<file path="config.mk">
export PLATFORM = sky130hd
export DESIGN_NAME = sort_unique_merge
export DESIGN_NICKNAME = d
export VERILOG_FILES = /design/src/design/sum_pkg.sv /design/src/design/sum_cell.sv /design/src/design/sort_unique_merge.sv
export SDC_FILE = /design/constraint.sdc
export NUM_CORES = 2
export LEC_CHECK = 0
export ABC_AREA = 1
export BUFFER_PORTS_ARGS = -buffer_cell sky130_fd_sc_hd__buf_2
export CORE_ASPECT_RATIO = 0.8
export CORE_MARGIN = 2
export CORE_UTILIZATION = 65
export CTS_BUF_LIST = sky130_fd_sc_hd__clkbuf_16
export DETAILED_ROUTE_END_ITERATION = 10
export PLACE_DENSITY = 0.8
export RECOVER_POWER = 25
export SETUP_SLACK_MARGIN = 0.1
export SYNTH_ARGS = -nofsm -noshare
export SYNTH_HDL_FRONTEND = slang
export SYNTH_HIERARCHICAL = 1
export SYNTH_SLANG_ARGS = --single-unit
</file>
<file path="constraint.sdc">
create_clock -name clock -period 12.6 [get_ports clock]
set_input_delay 2.52 -clock clock [delete_from_list [all_inputs] [get_ports clock]]
set_output_delay 2.52 -clock clock [all_outputs]
set_load 0.01 [all_outputs]
</file>
<file path="src/design/sum_pkg.sv">
`default_nettype none
package sum_pkg;

   localparam int ElemWidth  = 32;
   localparam int CountWidth = 6;

   typedef logic signed [ElemWidth-1:0] elem_type;
   typedef logic [CountWidth-1:0]       count_type;

   // Command broadcast from the top level to every cell of the chain
   typedef struct packed {
      logic insert;   // place the new value, shift larger ones right
      logic shift;    // move every entry one cell toward cell 0
      logic clear;    // drop all entries
   } cell_cmd_type;

endpackage
`default_nettype wire

</file>
<file path="src/design/sum_cell.sv">
`default_nettype none
module sum_cell (
   input  wire                    clock,
   input  wire                    reset,
   input  sum_pkg::cell_cmd_type  cmd,
   input  sum_pkg::elem_type      new_value,
   input  wire                    left_take,
   input  sum_pkg::elem_type      left_value,
   input  wire                    left_valid,
   input  sum_pkg::elem_type      right_value,
   input  wire                    right_valid,
   output logic                   take,
   output logic                   equal,
   output sum_pkg::elem_type      value,
   output logic                   valid
);
   import sum_pkg::*;

   elem_type value_ff, value_in;
   logic     valid_ff, valid_in;
   logic     greater;

   // take marks the insertion point and every cell to the right of it
   assign greater = valid_ff && (value_ff > new_value);
   assign equal   = valid_ff && (value_ff == new_value);
   assign take    = greater || !valid_ff;
   assign value   = value_ff;
   assign valid   = valid_ff;

   always_comb begin
      value_in = value_ff;
      valid_in = valid_ff;
      priority if (cmd.clear) begin
         valid_in = 1'b0;
      end else if (cmd.shift) begin
         value_in = right_value;
         valid_in = right_valid;
      end else if (cmd.insert && take) begin
         value_in = left_take ? left_value : new_value;
         valid_in = valid_ff || left_valid;
      end else begin
         // hold the entry
         value_in = value_ff;
         valid_in = valid_ff;
      end
   end

   always_ff @(posedge clock) begin
      if (reset) begin
         valid_ff <= 1'b0;
      end else begin
         valid_ff <= valid_in;
      end
      value_ff <= value_in;
   end

endmodule
`default_nettype wire

</file>
<file path="src/design/sort_unique_merge.sv">
`default_nettype none
// Channel   Direction  Handshake              Payload
// req_      in         req_valid / req_stall  has_value, element, end_of_set
// rsp_      out        rsp_valid / rsp_stall  out_valid_value, out_element, run_last,
//                                             distinct_count, overflowed
//
// An input transfer places its value in the cell chain in the cycle it is accepted.
// An end-of-set transfer starts a drain that shows one result per distinct value
// (or one empty result), one per cycle while rsp_stall is low. req_stall stays
// high during the drain. reset is synchronous and empties the chain at once. A
// stalled result holds, since it is read straight from cell 0 and the drain
// counters.
module sort_unique_merge #(
   parameter int CAPACITY = 32
) (
   input  wire                 clock,
   input  wire                 reset,
   input  wire                 req_valid,
   output logic                req_stall,
   input  wire                 req_has_value,
   input  sum_pkg::elem_type   req_element,
   input  wire                 req_end_of_set,
   output logic                rsp_valid,
   input  wire                 rsp_stall,
   output logic                rsp_out_valid_value,
   output sum_pkg::elem_type   rsp_out_element,
   output logic                rsp_run_last,
   output sum_pkg::count_type  rsp_distinct_count,
   output logic                rsp_overflowed
);
   import sum_pkg::*;

   localparam int CW = $clog2(CAPACITY + 1);

   // Chain links: index i + 1 carries the outputs of cell i, so index i is the
   // left side of cell i and index i + 2 its right side; the last index is past
   // the end of the chain
   logic     link_take  [CAPACITY+1];
   elem_type link_value [CAPACITY+2];
   logic     link_valid [CAPACITY+2];
   logic     cell_equal [CAPACITY];

   cell_cmd_type cmd;

   logic          drain_ff, drain_in;
   logic [CW-1:0] count_ff, count_in;
   logic [CW-1:0] remain_ff, remain_in;
   logic          ovf_ff, ovf_in;

   logic          req_xfer, rsp_xfer, finish;
   logic          dup, full, do_insert;
   logic [CW+CountWidth-1:0] count_ext;

   // Left end of the chain: nothing shifts in, and cell 0 may fill when empty
   assign link_take[0]  = 1'b0;
   assign link_value[0] = '0;
   assign link_valid[0] = 1'b1;
   // Right end: an empty slot shifts in on drain
   assign link_value[CAPACITY+1] = '0;
   assign link_valid[CAPACITY+1] = 1'b0;

   for (genvar i = 0; i < CAPACITY; i++) begin : g_cell
      sum_cell u_cell (
         .clock       (clock),
         .reset       (reset),
         .cmd         (cmd),
         .new_value   (req_element),
         .left_take   (link_take[i]),
         .left_value  (link_value[i]),
         .left_valid  (link_valid[i]),
         .right_value (link_value[i+2]),
         .right_valid (link_valid[i+2]),
         .take        (link_take[i+1]),
         .equal       (cell_equal[i]),
         .value       (link_value[i+1]),
         .valid       (link_valid[i+1])
      );
   end

   always_comb begin
      dup = 1'b0;
      for (int i = 0; i < CAPACITY; i++) begin
         dup = dup | cell_equal[i];
      end
   end

   assign req_stall = drain_ff;
   assign req_xfer  = req_valid && !drain_ff;
   assign rsp_xfer  = drain_ff && !rsp_stall;
   assign full      = (count_ff == CW'(CAPACITY));
   assign do_insert = req_xfer && req_has_value && !dup && !full;
   // Last result of the set goes out (an empty set has one result too)
   assign finish    = rsp_xfer && (remain_ff <= CW'(1));

   always_comb begin
      cmd.insert = do_insert;
      cmd.shift  = rsp_xfer && !finish;
      cmd.clear  = finish;
   end

   always_comb begin
      drain_in  = drain_ff;
      count_in  = count_ff;
      remain_in = remain_ff;
      ovf_in    = ovf_ff;
      priority if (finish) begin
         drain_in = 1'b0;
         count_in = '0;
         ovf_in   = 1'b0;
      end else if (rsp_xfer) begin
         remain_in = remain_ff - CW'(1);
      end else if (req_xfer) begin
         count_in = count_ff + CW'(do_insert);
         if (req_has_value && !dup && full) begin
            ovf_in = 1'b1;
         end
         if (req_end_of_set) begin
            drain_in  = 1'b1;
            remain_in = count_in;
         end
      end else begin
         // hold while idle or stalled
         drain_in  = drain_ff;
         remain_in = remain_ff;
      end
   end

   always_ff @(posedge clock) begin
      if (reset) begin
         drain_ff  <= 1'b0;
         count_ff  <= '0;
         remain_ff <= '0;
         ovf_ff    <= 1'b0;
      end else begin
         drain_ff  <= drain_in;
         count_ff  <= count_in;
         remain_ff <= remain_in;
         ovf_ff    <= ovf_in;
      end
   end

   // Results come straight from cell 0 and the held counters
   assign count_ext           = {{CountWidth{1'b0}}, count_ff};
   assign rsp_valid           = drain_ff;
   assign rsp_out_valid_value = (remain_ff != '0);
   assign rsp_out_element     = (remain_ff != '0) ? link_value[1] : '0;
   assign rsp_run_last        = (remain_ff <= CW'(1));
   assign rsp_distinct_count  = count_ext[CountWidth-1:0];
   assign rsp_overflowed      = ovf_ff;

endmodule
`default_nettype wire

</file>
==> key figures <==
Clock tree
  – Cts hold-fix bufs: 0
  – # H-tree levels: 3
  – CTS Buf Count: 117
  – CTS resizes: 0
  – Clk sinks: 1070
  – Clock-pin slew on the worst setup and hold paths: 60 ps
  – Worst skew pair latency: around 770 ps
  – CTS Root Cell: clkbuf_16
  – Largest buffer count on any clock path: 3
  – Setup bufs post-CTS: 0
  – CTS tree: built

Setup path
  – CP Buf/Inv Count: 5
  – Req. time, crit path: 13020 ps
  – CP max stage delay: 2120 ps
  – CP Class: in -> reg
  – Worst Path Arrival: 10740 ps
  – Critical Path Fanout Max: 66
  – Critical Path Start: rsp_stall
  – Crit-path slowest cell: clkinvlp_2
  – Critical path launch point type: primary input
  – End of the critical path: g_cell[12].u_cell/value[12]
  – Worst r2r src: remain_ff[0]
  – Cell family with most CP delay: buffers and inverters
  – CP cell instances: buf_2, nor2_1, nand2_1, clkinvlp_2, clkbuf_1, inv_1, a21oi_2, buf_4
  – R2r setup slk: 3330 ps
  – Critical Path Sink Type: register
  – FF-to-FF End: g_cell[12].u_cell/value[12]
  – Worst path depth: 8
  – Worst Reg2Reg Path Length in Cells: 10

Drt
  – # DRC: 0
  – First drt pass iteration count: 9
  – Routed vias: 77200
  – Routed WL per cell: 23.0 µm
  – DRT iter0 DRCs: 11700
  – Final WL: 278000 µm
  – DR vias/cell: approximately 6.4
  – DRT antenna net count: 0

Logic synthesis
  – Cell Area, Synth: 0.0861 mm²
  – Mean post-synth cell area: 8.39 µm²
  – Yosys warns: 6
  – Post-Syn Instances: 10300

Worst hold path
  – Worst hold path class: reg -> reg

Die
  – Chip Height: 329 µm
  – Die Span X: 411 µm
  – Die area: ~0.14 mm²
  – Area of the core: 0.131 mm²
  – Num rows: 119
  – Starting Density: 0.655
  – I/O Pins: 81

Status
  – Failing checks: max-capacitance violations, max-slew violations
  – Status: finished, violations left

Placed design
  – GP Congestion: 0.956
  – DP Worst Slack: 3610 ps
  – Placed cell area: 0.0884 mm²
  – Final HPWL DP: around 200000 µm
  – I/O Buffers: 80

Global route
  – Vias in the first global route: 72600
  – GR Util All Layers: 0.401
  – Initial antenna violation count: 7
  – GR Overflow Total: 0
  – Global-route wire length before repair: about 420000 µm
  – Pin count of the biggest net entering global routing: 67

Timing
  – Setup_tns: 0 ps
  – Fin crit share: 0.819
  – Tmin final: 10310 ps
  – Fin worst setup slack: 2290 ps
  – Worst slew margin: -1.68
  – Skew final: 38.7 ps
  – Unrepaired setup endpoints after global routing: no
  – Slew @ Worst Pin: between 4000 and 5000 ps
  – Fin. max-slew vios: 1778
  – Count of final hold-check violations: 0
  – Final setup fails: 0
  – Max Fclk: 97.0 MHz

Cells and area
  – Multi-input logic area: 0.0471 mm²
  – Post-route cell area: 0.0920 mm²
  – Nets: roughly 11000
  – Seq. cell area: roughly 0.032 mm²
  – Area grow syn2layout: 6.88%
  – Share of cells above drive strength 1: 0.0706
  – Layout fillers: 10200

Power and ir drop
  – Maximum VDD drop: 112 µV
  – Power Total: approximately 11 mW
  – Power per Cell Area: 123 mW/mm²
  – LEAKAGE: 43.2 nW

Job
  – MaxCap Viol Count: 28
[metrics by stage]
stage	instances	hold WS, ps	util
after floorplan	10300	469	-
after global placement	11800	481	0.672
after detailed placement	11800	495	0.672
after CTS	12100	503	0.701
after global routing	12100	536	0.700
final	12100	509	0.700
[final cells by class]
class                   instances  area share
clock inverters                99     0.00789
multi-input cells            7184       0.512
flip-flops and latches       1070       0.344
inverters                    1618      0.0660
repair buffers                206      0.0133
clock buffers                 121      0.0329
well taps                    1754      0.0239
diodes                          3   0.0000816
[metal layers]
layer / share of wire / up-vias / GRT usage
met4: 0.032 / 12 / 0.125
met3: 0.17 / 637 / 0.146
li1: - / 35100 / -
met1: 0.42 / 36200 / 0.600
met2: 0.38 / 5187 / 0.530
met5: 0.00028 / - / 0
[worst register-to-register path: stages (launching register included)]
cell        delay (ps)
dfxtp_1            410
inv_1              130
ha_1               270
or2_1              240
nand2_1            170
nand2_1            250
clkinvlp_2        2120
clkbuf_1          1880
inv_1             1880
a21oi_2           1180
buf_4              410
[cell usage in the layout (no fill, tap or decap), drive strengths merged, types with 46 or more instances in the layout]
| master | count |
|---|---|
| o21ai | 100 |
| clkbuf | 184 |
| o211ai | 928 |
| o21a | 992 |
| ha | 1029 |
| conb | 67 |
| edfxtp | 1024 |
| nor3 | 67 |
| nand2 | 2445 |
| nand3 | 180 |
| buf | 143 |
| nand4 | 66 |
| nor2 | 456 |
| clkinv | 69 |
| a21oi | 717 |
| inv | 1633 |
| dfxtp | 46 |
[worst min path at each step]
stage	start	to	slack (ps)	cells after the start
CTS	rsp_overflowed	rsp_overflowed	500	2
detailed placement	rsp_overflowed	rsp_overflowed	490	2
global placement	rsp_overflowed	rsp_overflowed	480	2
finish	rsp_overflowed	rsp_overflowed	510	2
global route	remain_ff[5]	remain_ff[5]	540	2
floorplan	remain_ff[5]	remain_ff[5]	470	2
[where the power goes]
group / switching, mW / internal (mW)
Clock: 1.54 / 1.95
Combinational: 1.83 / 1.12
Sequential: 0.443 / 4.42
[sequential cells by signal, indices dropped and copies added, names as in the netlist]
signal	count
g_cell.u_cell/value	1024
g_cell.u_cell/valid	32
remain_ff	6
rsp_distinct_count	6
req_stall	1
rsp_overflowed	1
(Power assumes the default switching activity.)
